File: config.mk
export PLATFORM = sky130hd
export DESIGN_NAME = erv_matrix_build_flat
export DESIGN_NICKNAME = d
export VERILOG_FILES = /design/src/hw/rtl/erv_pkg.sv /design/src/hw/rtl/erv_if.sv /design/src/hw/rtl/erv_cordic.sv /design/src/hw/rtl/erv_matrix_build.sv /design/src/flat_wrapper.sv
export SDC_FILE = /design/constraint.sdc
export NUM_CORES = 2
export LEC_CHECK = 0
export BUFFER_PORTS_ARGS = -buffer_cell sky130_fd_sc_hd__buf_2
export CAP_MARGIN = 10
export CORE_ASPECT_RATIO = 1.75
export CORE_MARGIN = 2
export CORE_UTILIZATION = 55
export CTS_BUF_LIST = sky130_fd_sc_hd__clkbuf_2 sky130_fd_sc_hd__clkbuf_4 sky130_fd_sc_hd__clkbuf_8
export CTS_CLUSTER_SIZE = 8
export DETAILED_ROUTE_END_ITERATION = 16
export HOLD_SLACK_MARGIN = 0.08
export PLACE_DENSITY = 0.68
export SETUP_SLACK_MARGIN = 0.05
export SLEW_MARGIN = 5
export SYNTH_ARGS = -nofsm -noshare
export SYNTH_HDL_FRONTEND = slang
export SYNTH_SLANG_ARGS = --single-unit
File: constraint.sdc
create_clock -name clk -period 30.5 [get_ports clk]
set_clock_uncertainty 0.1 [all_clocks]
set_input_delay 3.05 -clock clk [delete_from_list [all_inputs] [get_ports clk]]
set_output_delay 3.05 -clock clk [all_outputs]
set_load 0.05 [all_outputs]
File: src/hw/rtl/erv_pkg.sv
`timescale 1ns / 1ps
// Shared constants, types and arithmetic helpers for the Euler rotation block.
package erv_pkg;

    localparam int DATA_WIDTH  = 16;
    localparam int COEF_WIDTH  = 16;
    localparam int FRAC_BITS   = COEF_WIDTH - 2;
    localparam int ANGLE_W     = 16;
    localparam int CFG_INDEX_W = 2;

    // CORDIC: Q2.30 values, angle 2^32 per turn
    localparam int CORDIC_STEPS = 16;
    localparam int STEP_W       = 4;
    localparam int Z_W          = 34;
    localparam int XY_W         = 34;
    localparam int TRIG_W       = 32;
    localparam logic signed [XY_W-1:0] CORDIC_GAIN = XY_W'(652032874);

    // matrix build sequencer
    localparam int MUL_STEPS = 14;
    localparam int MSTEP_W   = 4;
    localparam int SUM_W     = TRIG_W + 2;
    localparam int COEF_SHIFT = 30 - FRAC_BITS;

    // vector datapath
    localparam int PROD_W = DATA_WIDTH + COEF_WIDTH;
    localparam int ACC_W  = PROD_W + 2;

    typedef enum logic [CFG_INDEX_W-1:0] {
        REG_ROLL  = 2'd0,
        REG_PITCH = 2'd1,
        REG_YAW   = 2'd2
    } reg_index_t;

    typedef enum logic [1:0] {
        BLD_IDLE,
        BLD_CORDIC,
        BLD_MUL,
        BLD_SUM
    } bld_state_t;

    typedef logic signed [COEF_WIDTH-1:0] coef_t;
    typedef coef_t matrix_t [0:8];
    typedef logic signed [TRIG_W-1:0] trig_t;

    function automatic logic signed [Z_W-1:0] atan_lut(input logic [STEP_W-1:0] i);
        logic signed [Z_W-1:0] v;
        case (i)
            4'd0:    v = Z_W'(536870912);
            4'd1:    v = Z_W'(316933406);
            4'd2:    v = Z_W'(167458907);
            4'd3:    v = Z_W'(85004756);
            4'd4:    v = Z_W'(42667331);
            4'd5:    v = Z_W'(21354465);
            4'd6:    v = Z_W'(10679838);
            4'd7:    v = Z_W'(5340245);
            4'd8:    v = Z_W'(2670163);
            4'd9:    v = Z_W'(1335087);
            4'd10:   v = Z_W'(667544);
            4'd11:   v = Z_W'(333772);
            4'd12:   v = Z_W'(166886);
            4'd13:   v = Z_W'(83443);
            4'd14:   v = Z_W'(41722);
            default: v = Z_W'(20861);
        endcase
        return v;
    endfunction

    // Q2.30 sum to Q2.FRAC coefficient, round half up, saturate
    function automatic coef_t to_coef(input logic signed [SUM_W-1:0] v);
        localparam logic signed [SUM_W:0] RND =
            (SUM_W+1)'((64'sd1 <<< COEF_SHIFT) >>> 1);
        localparam logic signed [SUM_W:0] CMAX =
            (SUM_W+1)'((64'sd1 <<< (COEF_WIDTH-1)) - 64'sd1);
        localparam logic signed [SUM_W:0] CMIN = -CMAX - (SUM_W+1)'(1);
        logic signed [SUM_W:0] r;
        r = ((SUM_W+1)'(v) + RND) >>> COEF_SHIFT;
        if (r > CMAX)
            return CMAX[COEF_WIDTH-1:0];
        else if (r < CMIN)
            return CMIN[COEF_WIDTH-1:0];
        return r[COEF_WIDTH-1:0];
    endfunction

    // dot product to output sample, round half up, saturate
    function automatic logic signed [DATA_WIDTH-1:0] to_data(
        input logic signed [ACC_W-1:0] v);
        localparam logic signed [ACC_W:0] RND =
            (ACC_W+1)'(64'sd1 <<< (FRAC_BITS-1));
        localparam logic signed [ACC_W:0] DMAX =
            (ACC_W+1)'((64'sd1 <<< (DATA_WIDTH-1)) - 64'sd1);
        localparam logic signed [ACC_W:0] DMIN = -DMAX - (ACC_W+1)'(1);
        logic signed [ACC_W:0] r;
        r = ((ACC_W+1)'(v) + RND) >>> FRAC_BITS;
        if (r > DMAX)
            return DMAX[DATA_WIDTH-1:0];
        else if (r < DMIN)
            return DMIN[DATA_WIDTH-1:0];
        return r[DATA_WIDTH-1:0];
    endfunction

endpackage

File: src/hw/rtl/erv_if.sv


interface erv_cfg_if import erv_pkg::*; ();
    logic                   valid;
    logic                   ready;
    logic [CFG_INDEX_W-1:0] index;
    logic [ANGLE_W-1:0]     data;
    modport source (output valid, index, data, input ready);
    modport sink   (input valid, index, data, output ready);
endinterface

File: src/hw/rtl/erv_cordic.sv
`timescale 1ns / 1ps
// Iterative rotation-mode CORDIC: one micro-rotation per cycle.
module erv_cordic
    import erv_pkg::*;
(
    input  logic                      clk,
    input  logic                      rst_n,
    input  logic                      start,
    input  logic signed [ANGLE_W-1:0] angle,
    output logic                      done,
    output trig_t                     sin_val,
    output trig_t                     cos_val
);

    localparam logic signed [ANGLE_W:0] HALF_PI = (ANGLE_W+1)'(1 << (ANGLE_W-2));
    localparam logic signed [ANGLE_W:0] PI_VAL  = (ANGLE_W+1)'(1 << (ANGLE_W-1));

    logic                   run_reg, done_reg, neg_reg;
    logic [STEP_W-1:0]      step_reg;
    logic signed [XY_W-1:0] x_reg, y_reg;
    logic signed [Z_W-1:0]  z_reg;

    logic signed [ANGLE_W:0] a_ext, a_red;
    logic                    neg_next;
    logic signed [XY_W-1:0]  xs, ys, x_next, y_next;
    logic signed [Z_W-1:0]   z_next;

    // fold into [-pi/2, pi/2], flip both outputs
    always_comb
    begin
        a_ext    = (ANGLE_W+1)'(angle);
        a_red    = a_ext;
        neg_next = 1'b0;
        if (a_ext > HALF_PI)
        begin
            a_red    = a_ext - PI_VAL;
            neg_next = 1'b1;
        end
        else if (a_ext < -HALF_PI)
        begin
            a_red    = a_ext + PI_VAL;
            neg_next = 1'b1;
        end
    end

    always_comb
    begin
        xs = y_reg >>> step_reg;
        ys = x_reg >>> step_reg;
        if (!z_reg[Z_W-1])
        begin
            x_next = x_reg - xs;
            y_next = y_reg + ys;
            z_next = z_reg - atan_lut(step_reg);
        end
        else
        begin
            x_next = x_reg + xs;
            y_next = y_reg - ys;
            z_next = z_reg + atan_lut(step_reg);
        end
    end

    always_ff @(posedge clk or negedge rst_n)
    begin
        if (!rst_n)
        begin
            run_reg  <= 1'b0;
            done_reg <= 1'b0;
            step_reg <= '0;
        end
        else
        begin
            done_reg <= 1'b0;
            if (start)
            begin
                run_reg  <= 1'b1;
                step_reg <= '0;
            end
            else if (run_reg)
            begin
                step_reg <= step_reg + STEP_W'(1);
                if (step_reg == STEP_W'(CORDIC_STEPS - 1))
                begin
                    run_reg  <= 1'b0;
                    done_reg <= 1'b1;
                end
            end
        end
    end

    always_ff @(posedge clk)
    begin
        if (start)
        begin
            x_reg   <= CORDIC_GAIN;
            y_reg   <= '0;
            z_reg   <= Z_W'(a_red) <<< 16;
            neg_reg <= neg_next;
        end
        else if (run_reg)
        begin
            x_reg <= x_next;
            y_reg <= y_next;
            z_reg <= z_next;
        end
    end

    assign done    = done_reg;
    assign cos_val = neg_reg ? -x_reg[TRIG_W-1:0] : x_reg[TRIG_W-1:0];
    assign sin_val = neg_reg ? -y_reg[TRIG_W-1:0] : y_reg[TRIG_W-1:0];

endmodule

File: src/hw/rtl/erv_matrix_build.sv
`timescale 1ns / 1ps
// Angle registers and sequencer that rebuilds the rotation matrix.
module erv_matrix_build
    import erv_pkg::*;
(
    input  logic      clk,
    input  logic      rst_n,
    erv_cfg_if.sink   cfg,
    output matrix_t   matrix,
    output logic      busy
);

    localparam coef_t ONE = COEF_WIDTH'(1 << FRAC_BITS);

    bld_state_t state_reg, state_next;
    logic [1:0]          sel_reg;
    logic [MSTEP_W-1:0]  mstep_reg;
    logic                kick_reg;
    logic signed [ANGLE_W-1:0] angle_reg [0:2];
    trig_t               sin_reg [0:2];
    trig_t               cos_reg [0:2];
    trig_t               prod_reg [0:MUL_STEPS-1];
    matrix_t             matrix_reg;

    logic        cfg_hit, cfg_take, cord_done;
    trig_t       cord_sin, cord_cos, opa, opb, mul_r;
    logic signed [2*TRIG_W-1:0] mul_full;
    logic signed [SUM_W-1:0]    t [0:8];

    always_comb
    begin
        case (reg_index_t'(cfg.index))
            REG_ROLL, REG_PITCH, REG_YAW: cfg_hit = 1'b1;
            default:                      cfg_hit = 1'b0;
        endcase
    end

    assign cfg_take = cfg.valid && cfg.ready;

    erv_cordic u_cordic (
        .clk     (clk),
        .rst_n   (rst_n),
        .start   (kick_reg),
        .angle   (angle_reg[sel_reg]),
        .done    (cord_done),
        .sin_val (cord_sin),
        .cos_val (cord_cos)
    );

    // next state
    always_comb
    begin
        state_next = state_reg;
        case (state_reg)
            BLD_IDLE:   if (cfg_take && cfg_hit) state_next = BLD_CORDIC;
            BLD_CORDIC: if (cord_done && sel_reg == 2'd2) state_next = BLD_MUL;
            BLD_MUL:    if (mstep_reg == MSTEP_W'(MUL_STEPS - 1)) state_next = BLD_SUM;
            BLD_SUM:    state_next = BLD_IDLE;
            default:    state_next = BLD_IDLE;
        endcase
    end

    // outputs
    always_comb
    begin
        cfg.ready = (state_reg == BLD_IDLE);
        busy      = (state_reg != BLD_IDLE);
    end

    // index 0 roll (g), 1 pitch (b), 2 yaw (a); products follow R = Rz*Ry*Rx
    always_comb
    begin
        case (mstep_reg)
            4'd0:    begin opa = cos_reg[2];  opb = cos_reg[1]; end
            4'd1:    begin opa = cos_reg[2];  opb = sin_reg[1]; end
            4'd2:    begin opa = prod_reg[1]; opb = sin_reg[0]; end
            4'd3:    begin opa = sin_reg[2];  opb = cos_reg[0]; end
            4'd4:    begin opa = prod_reg[1]; opb = cos_reg[0]; end
            4'd5:    begin opa = sin_reg[2];  opb = sin_reg[0]; end
            4'd6:    begin opa = sin_reg[2];  opb = cos_reg[1]; end
            4'd7:    begin opa = sin_reg[2];  opb = sin_reg[1]; end
            4'd8:    begin opa = prod_reg[7]; opb = sin_reg[0]; end
            4'd9:    begin opa = cos_reg[2];  opb = cos_reg[0]; end
            4'd10:   begin opa = prod_reg[7]; opb = cos_reg[0]; end
            4'd11:   begin opa = cos_reg[2];  opb = sin_reg[0]; end
            4'd12:   begin opa = cos_reg[1];  opb = sin_reg[0]; end
            default: begin opa = cos_reg[1];  opb = cos_reg[0]; end
        endcase
        mul_full = (2*TRIG_W)'(opa) * (2*TRIG_W)'(opb);
        mul_r    = TRIG_W'((mul_full + (2*TRIG_W)'(64'sd1 <<< 29)) >>> 30);
    end

    always_comb
    begin
        t[0] = SUM_W'(prod_reg[0]);
        t[1] = SUM_W'(prod_reg[2])  - SUM_W'(prod_reg[3]);
        t[2] = SUM_W'(prod_reg[4])  + SUM_W'(prod_reg[5]);
        t[3] = SUM_W'(prod_reg[6]);
        t[4] = SUM_W'(prod_reg[8])  + SUM_W'(prod_reg[9]);
        t[5] = SUM_W'(prod_reg[10]) - SUM_W'(prod_reg[11]);
        t[6] = -SUM_W'(sin_reg[1]);
        t[7] = SUM_W'(prod_reg[12]);
        t[8] = SUM_W'(prod_reg[13]);
    end

    always_ff @(posedge clk or negedge rst_n)
    begin
        if (!rst_n)
        begin
            state_reg <= BLD_IDLE;
            sel_reg   <= '0;
            mstep_reg <= '0;
            kick_reg  <= 1'b0;
            for (int i = 0; i < 3; i++)
                angle_reg[i] <= '0;
            for (int k = 0; k < 9; k++)
                matrix_reg[k] <= (k % 4 == 0) ? ONE : '0;
        end
        else
        begin
            state_reg <= state_next;
            kick_reg  <= 1'b0;
            case (state_reg)
                BLD_IDLE:
                begin
                    if (cfg_take && cfg_hit)
                    begin
                        angle_reg[cfg.index] <= cfg.data;
                        sel_reg              <= '0;
                        kick_reg             <= 1'b1;
                    end
                end
                BLD_CORDIC:
                begin
                    if (cord_done)
                    begin
                        mstep_reg <= '0;
                        if (sel_reg != 2'd2)
                        begin
                            sel_reg  <= sel_reg + 2'd1;
                            kick_reg <= 1'b1;
                        end
                    end
                end
                BLD_MUL:
                    mstep_reg <= mstep_reg + MSTEP_W'(1);
                BLD_SUM:
                begin
                    for (int k = 0; k < 9; k++)
                        matrix_reg[k] <= to_coef(t[k]);
                end
                default: ;
            endcase
        end
    end

    always_ff @(posedge clk)
    begin
        if (state_reg == BLD_CORDIC && cord_done)
        begin
            sin_reg[sel_reg] <= cord_sin;
            cos_reg[sel_reg] <= cord_cos;
        end
        if (state_reg == BLD_MUL)
            prod_reg[mstep_reg] <= mul_r;
    end

    assign matrix = matrix_reg;

endmodule

File: src/flat_wrapper.sv
// flat-port wrapper written by rule: the top's interface ports become plain ports
module erv_matrix_build_flat import erv_pkg::*;
  (clk, rst_n, matrix, busy, cfg_valid, cfg_index, cfg_data, cfg_ready);
  erv_cfg_if cfg_i ();
  input  logic clk;
  input  logic rst_n;
  output matrix_t matrix;
  output logic busy;
  input wire logic [$bits(cfg_i.valid)-1:0] cfg_valid;
  input wire logic [$bits(cfg_i.index)-1:0] cfg_index;
  input wire logic [$bits(cfg_i.data)-1:0] cfg_data;
  output wire logic [$bits(cfg_i.ready)-1:0] cfg_ready;
  assign cfg_i.valid = cfg_valid;
  assign cfg_i.index = cfg_index;
  assign cfg_i.data = cfg_data;
  assign cfg_ready = cfg_i.ready;
  erv_matrix_build u_core (.clk(clk), .rst_n(rst_n), .cfg(cfg_i), .matrix(matrix), .busy(busy));
endmodule
Word-level counts from Yosys, hierarchy flattened --
Memory sizes are Yosys's and may differ from the RTL's. Index checks and enable logic that the tools add are counted.
Storage, ports and cells: flip-flop bits (word level) 310, memory bits (writable) 640, bits in read-only memories 960, output and inout bits 146, word-level logic and storage cells 236, memories kept 5
Memories:
- (no name shown) | depth 16, bits a word 30, read ports 1, clocked after Yosys merged registers in 0, write ports 0, RTL line erv_pkg.sv:48 | case (i)
- (no name shown) | depth 16, bits a word 30, read ports 1, clocked after Yosys merged registers in 0, write ports 0, RTL line erv_pkg.sv:48
- u_core.prod_reg | depth 14, bits a word 32, read ports 14, clocked after Yosys merged registers in 0, write ports 1, RTL line erv_matrix_build.sv:22 | trig_t prod_reg [0:MUL_STEPS-1];
- u_core.cos_reg | depth 3, bits a word 32, read ports 3, clocked after Yosys merged registers in 0, write ports 1, RTL line erv_matrix_build.sv:21 | trig_t cos_reg [0:2];
- u_core.sin_reg | depth 3, bits a word 32, read ports 3, clocked after Yosys merged registers in 0, write ports 1, RTL line erv_matrix_build.sv:20 | trig_t sin_reg [0:2];
Cells by class: add/subtract/negate cells 28, multipliers 1, magnitude comparators 23, eq/ne operators 26, shift operators 2, muxes and demuxes 101, bitwise operators 2, reduce and logical (&&, ||, !) cells 24
Operators by type and width (number):
- $mux W16 | 30
- $mux W34 | 7
- $add A33 B17 Y34 const B | 4
- $add A32 B17 Y33 const B | 4
- $pmux W32 S4 | 1
- $add A34 B34 Y34 | 3
- $sub A34 B34 Y34 | 3
- $pmux W32 S3 | 1
- $gt A19 B16 Y1 const B | 5
- $lt A19 B16 Y1 const B | 5
- $gt A17 B16 Y1 const B | 4
- $lt A17 B16 Y1 const B | 4
- $sshr A34 B4 Y34 | 2
- $add A32 B32 Y33 | 2
- $sub A32 B32 Y33 | 2
- $mux W32 | 2
- $neg A32 Y32 | 2
- $add A62 B31 Y62 const B | 1
- $mul A32 B32 Y62 | 1
- $bwmux W48 | 1
- $mux W1 | 42
- $add A34 B17 Y35 const B | 1
- $mux W17 | 2
- $neg A32 Y34 | 1
- 36 further kinds | 77

Longest topological paths before layout --
depth in word-level cells 8, depth in mapped cells 41, depth with buffers taken out 37

By module --
A second synthesis with hierarchy kept.
Unflattened totals: cell total of the unflattened synthesis 8323, area, all modules 84927.7 um^2
Modules (own cells, without submodules):
- erv_matrix_build | times used 1, cells an instance 6196, area an instance 68348.1 um^2, seq. area each 22450.3 um^2
- erv_cordic | times used 1, cells an instance 2127, area an instance 16579.7 um^2, seq. area each 2402.3 um^2

Worst setup path after synthesis --
OpenSTA, ideal clock, no wires.
path kind register -> register, start reg u_core.mstep_reg[0], end mem u_core.prod_reg[0][22] (netlist name) (data pin), setup time 0.279 ns, data arrival time 10.162 ns, setup slack 19.959 ns, cell stages (with the launch flop) 39, clock period less this slack 10.541 ns, cells stage by stage dfrtp_1 > inv_1 > ha_1 > clkbuf_1 > nor4_1 > o21a_1 > or2_2 > clkbuf_1 > clkbuf_1 > buf_1 > a221oi_1 > clkbuf_1 > nor2_1 > fa_1 > fa_1 > inv_1 > fa_1 > fa_1 > [3 not listed] > fa_1 > inv_1 > fa_1 > inv_1 > ha_1 > a21o_1 > a21o_1 > a211oi_1 > nor3_1 > a311oi_1 > nor2_1 > a211oi_1 > nand2_1 > a31oi_1 > o21ai_0 > a221oi_1 > o21ai_0 > xor2_1
On the way: word-level cells in the longest chain between the ends 5, elaborated cells on any way between the ends 24, those cells by class 1 x add/sub; 1 x mul; 12 x eq/ne; 2 x mux; 8 x reduce/logical
Ends and longest elaborated chain:
- start, declared | RTL line erv_matrix_build.sv:17 | logic [MSTEP_W-1:0] mstep_reg;
- start signal, assigned | RTL line erv_matrix_build.sv:146 | mstep_reg <= mstep_reg + MSTEP_W'(1);
- $eq A4 B1 Y1, or another cell as far along | RTL line erv_matrix_build.sv:73 | case (mstep_reg)
- $reduce_or A4 Y1 (no source line), or another cell as far along
- $pmux W32 S4 or $pmux W32 S3 (tied branches) | RTL line erv_matrix_build.sv:73
- $mul A32 B32 Y62 (*) | RTL line erv_matrix_build.sv:89 | mul_full = (2*TRIG_W)'(opa) * (2*TRIG_W)'(opb);
- $add A62 B31 Y62 (*) | RTL line erv_matrix_build.sv:90 | mul_r = TRIG_W'((mul_full + (2*TRIG_W)'(64'sd1 <<< 29)) >>> 30);
- named net u_core.mul_r[22] | RTL line erv_matrix_build.sv:26 | trig_t cord_sin, cord_cos, opa, opb, mul_r;
- end, declared | RTL line erv_matrix_build.sv:22
The timed path passes the listed nets; every way through them passes the cells marked *.

Worst setup path in the final report --
start reg u_core.mstep_reg[3], end mem u_core.prod_reg[1][27] (netlist name) (data pin)
Same word-level chain as after synthesis.

==> results <==
- Port buffering added 166 buffers.
- Counting tap cells, the placed design contains a total of about 10k instances.
- The number of setup violations in the final report is 0.
- Clock-pin slew was measured on the worst setup and hold paths at about 70 ps.
- The total placed instance area is 87,000 sq um.
- The share of the Yosys chip area taken by registers is approximately 30%.
- After routing, the total negative slack on setup checks comes to 0 ps.
- The count of maximum capacitance violations is 0.
- The share of cell area taken by muxes after synthesis is 4.35%.
- The global-route wire length before repair is 399,000 um.
- The number of optimization iterations in the first detailed-route pass is 9.
- After detailed routing, the number of remaining DRC violations is 0.
- Setup repair after global routing left no endpoint under its margin.
- The die is 298 um wide.
- The overall routed net length is about 270,000 um.
- The worst endpoint data arrival time is between 10,000 and 15,000 ps.
- The clock reaches the later pin of the worst-skew pair after 910 ps.
- After the first detailed-routing iteration, the DRC count stood at just over 5k.
- Dividing the detail-routed wire length by the instance count gives 25.8 um.
- In this run the most critical hold path is launched from u_core.u_cordic.z_reg[15]$_SDFFE_PP0P_.
- For the pin with the worst max-slew slack, the measured transition is 1370 ps.
- Entering global routing, the biggest net connects 92 pins.
- The async set-reset flop share out of synthesis is between 20% and 30%.
- The delay contributed by the slowest stage of the critical path is 1050 ps.
- The category of cells accounting for the largest share of critical-path delay is adder cells.
- The synthesized netlist cell count is 8,040.
- The number of global-route vias before repair was 66.3k.
- The number of synthesized register bits is 890.
- Row generation in the floorplan step produced about 190 rows.
- The CTS root buffer is sky130_fd_sc_hd__clkbuf_8.
- The largest individual stage delay along the critical path comes from the cell sky130_fd_sc_hd__dfrtp_1.
- The worst register-to-register path begins at u_core.mstep_reg[3]$_DFFE_PN0P_.
- The total number of nets in the final design is 9,796.
- The count of buffers added by post-CTS timing repair for setup is 0.
- A synthesized cell averages 10.4 sq um.
- The number of different library cells in the post-synthesis netlist is 93.
- Headroom to the max-slew limit came out at 8.55%.
- The initial cell density of the core is 55.5%.
- The internal reg-to-reg setup slack is ~18,000 ps.
- TritonCTS built the clock tree.
- Of all nets on the critical path, the largest fanout is 30.
- The most used flip-flop cell after synthesis is sky130_fd_sc_hd__edfxtp_1.
- After synthesis the cells add up to 83,200 sq um.
- The simple-gate share of the synthesized area is between 10% and 20%.
- The clock tree buffer depth is 3.
- The worst hold path belongs to the class flip-flop to flip-flop.
- The number of flops mapped to enable cells by yosys is 599.
- Summing the areas of all compound-gate instances in the mapped netlist gives under 10% of the synthesized area.
- The half-perimeter wire length after detailed placement is 197,000 um.
- The run finished with clean final reports.
- The share of the synthesized netlist area taken by xor and xnor gates is between 4 and 5%.
- The number of buffers created by CTS is 145.
- The number of ports placed on the die boundary is around 170.
- The number of nets in the synthesized netlist is 9,673.
- The startpoint type of the worst setup path is a flip-flop.
- In the routed layout, each cell is associated on average with a via count of 6.08.
- The post-CTS resize count is 0.
- The number of antenna violations at the first check in global routing is 7.
- After synthesis, the largest family of logic cells by area is adder cells.
- The area of the die is around 150,000 sq um.
- The final estimated routing congestion in global placement is 1.01.
- The area of all placed cells without fillers is 90,000 sq um.
- The endpoint of the worst-slack reg-to-reg timing path is u_core.prod_reg[1][27]$_DFFE_PP_.
- The endpoint with the worst hold slack is u_core.u_cordic.z_reg[15]$_SDFFE_PP0P_.
- In this run the vertical extent of the chip is between 500 and 600 um.
- From synthesis to final layout, the design area changed by 8.18%.
- The adder-cell share of the synthesized area is 33.8%.
- The fraction of the cycle the final worst path needs is 41.3%.
- The post-layout minimum cycle time is 12,590 ps.
- Counting every sink on the clock net gives 890.
- The number of slew-limit violations in the final report came to 0.
- The number of synthesis warnings is 0.
- The kind of critical path is flip-flop to flip-flop.
- The count of buffer and inverter cells on the critical path is 5.
- The number of hold violations in the final report is 0.
- Of the cells placed in the final design, the portion with a size suffix greater than 1 is 10.5%.
- The finished layout holds just over 10k standard cells, fillers aside.
- Counting cells, the worst reg-to-reg path comes to 32.
- The number of hold buffers added after CTS is 0.
- The aggregate global-route resource usage is 34.9%.
- The worst setup path is captured at a flip-flop.
- The required time of the critical path is 31,020 ps.
- The floorplan step defined a core boundary enclosing 150,000 sq um.
- The routed layout has between 60k and 70k vias.
- The cell repeated most along the worst path is sky130_fd_sc_hd__fa_1.
- The total congestion overflow after global routing is 0.
- Static timing analysis puts the maximum clock frequency at 0.0794 GHz.
- In this run the number of H-tree levels came out at 4.
- The final antenna-violating net count is 0.
- The cell depth of the worst hold path is 2.
- The register with the most flip-flops in the layout has 388 of them.
- Counting the fill cells in the layout gives 12.8k.
## placed cells by master (no fill, tap or decap), types with 31 or more instances in the layout
cell                          n
sky130_fd_sc_hd__dfxtp_1     84
sky130_fd_sc_hd__a21o_1     113
sky130_fd_sc_hd__o21ai_1     31
sky130_fd_sc_hd__dfrtp_1    198
sky130_fd_sc_hd__mux4_2      83
sky130_fd_sc_hd__a21oi_1    361
sky130_fd_sc_hd__a211oi_1    35
sky130_fd_sc_hd__clkbuf_4    72
sky130_fd_sc_hd__buf_4      179
sky130_fd_sc_hd__xor2_1     129
sky130_fd_sc_hd__o21ai_0    214
sky130_fd_sc_hd__nand2b_1    62
sky130_fd_sc_hd__o21a_1      75
sky130_fd_sc_hd__a31oi_1     43
sky130_fd_sc_hd__mux2_2      64
sky130_fd_sc_hd__edfxtp_1   599
sky130_fd_sc_hd__mux2i_1     85
sky130_fd_sc_hd__nand2_1    849
sky130_fd_sc_hd__buf_2      165
sky130_fd_sc_hd__clkbuf_8   158
sky130_fd_sc_hd__nor2_1     869
sky130_fd_sc_hd__xnor2_1    260
sky130_fd_sc_hd__fa_1      1065
sky130_fd_sc_hd__a22o_1      38
sky130_fd_sc_hd__nor3_1      42
sky130_fd_sc_hd__ha_1       546
sky130_fd_sc_hd__a222oi_1    33
sky130_fd_sc_hd__and2_1      33
sky130_fd_sc_hd__and3_1      39
sky130_fd_sc_hd__nor2b_1     41
sky130_fd_sc_hd__nand3_1    103
sky130_fd_sc_hd__inv_1     1088
## Yosys cell counts (83+ instances only)
cell type                  number  area, sq um
sky130_fd_sc_hd__a21o_1       113          848
sky130_fd_sc_hd__mux2i_1       85          851
sky130_fd_sc_hd__dfxtp_1       84         1680
sky130_fd_sc_hd__a21oi_1      361         1810
sky130_fd_sc_hd__nand2_1      850         3190
sky130_fd_sc_hd__clkbuf_1     310         1160
sky130_fd_sc_hd__mux4_2        83         1870
sky130_fd_sc_hd__dfrtp_1      204         5100
sky130_fd_sc_hd__inv_1       1088         4080
sky130_fd_sc_hd__nand3_1      103          515
sky130_fd_sc_hd__xor2_1       137         1200
sky130_fd_sc_hd__ha_1         547         6840
sky130_fd_sc_hd__o21ai_0      224         1120
sky130_fd_sc_hd__edfxtp_1     599        18000
sky130_fd_sc_hd__xnor2_1      269         2360
sky130_fd_sc_hd__fa_1        1065        21300
sky130_fd_sc_hd__nor2_1       883         3310
## worst reg2reg max path: cells and delay by family (launching register included)
kind | cells | cell delay, ps
simple gates | 4 | 670
buf+inv | 5 | 1510
fa+ha+maj | 9 | 5380
flops | 1 | 1050
xor+xnor | 1 | 130
mux | 1 | 440
compound gates | 12 | 3050
## worst max path at each step
stage,start,end,slack (ps),depth (start not counted)
2_1_floorplan,u_core.mstep_reg[0]$_DFFE_PN0P_,u_core.prod_reg[0][22]$_DFFE_PP_,19960,38
3_5_place_dp,u_core.mstep_reg[3]$_DFFE_PN0P_,u_core.prod_reg[2][27]$_DFFE_PP_,18060,32
4_1_cts,u_core.mstep_reg[3]$_DFFE_PN0P_,u_core.prod_reg[1][27]$_DFFE_PP_,17990,32
3_3_place_gp,u_core.mstep_reg[3]$_DFFE_PN0P_,u_core.prod_reg[2][27]$_DFFE_PP_,18220,32
6_report,u_core.mstep_reg[3]$_DFFE_PN0P_,u_core.prod_reg[1][27]$_DFFE_PP_,17910,32
5_1_grt,u_core.mstep_reg[3]$_DFFE_PN0P_,u_core.prod_reg[1][27]$_DFFE_PP_,17370,32
## per-layer routing
layer  up-vias  wire [um]  share of wire, %  global-route usage (%)
met2      2961     134000                50                    61.4
met5         -         25            0.0094                       0
met4         4      25900               9.7                    27.2
li1      26951          -                 -                       -
met3      1220      20600               7.8                    7.04
met1     31392      85200                32                    36.2
## layout make-up
type / count / area [sq um] / share of cell area, %
Inverter: 1092 / 4100 / 4.55
Multi-Input combinational cell: 5689 / 53300 / 59.2
Antenna cell: 3 / 7.51 / 0.00834
Timing Repair Buffer: 345 / 2180 / 2.43
Tap cell: 1995 / 2500 / 2.77
Clock inverter: 33 / 348 / 0.386
Clock buffer: 230 / 2720 / 3.02
Sequential cell: 890 / 24900 / 27.6
## through the flow
stage	setup slack, ps	hold WS, ps	util, %
after floorplan	19960	332	-
after global placement	18220	345	57.9
after detailed placement	18060	364	57.9
after CTS	17990	379	60.0
after global routing	17370	387	60.0
final	17910	371	60.0
## kinds of logic after synthesis
logic type               Yosys count
AO/OA/AOI/OAI                   1219
XOR/XNOR                         406
adder cells (fa/ha/maj)         1612
buffers and inverters           1461
flip-flops                       890
multiplexers                     240
AND/OR/NAND/NOR                 2212
Power is not shown: default switching activity piles up to over one toggle a cycle in this logic, so the estimate is an artifact.
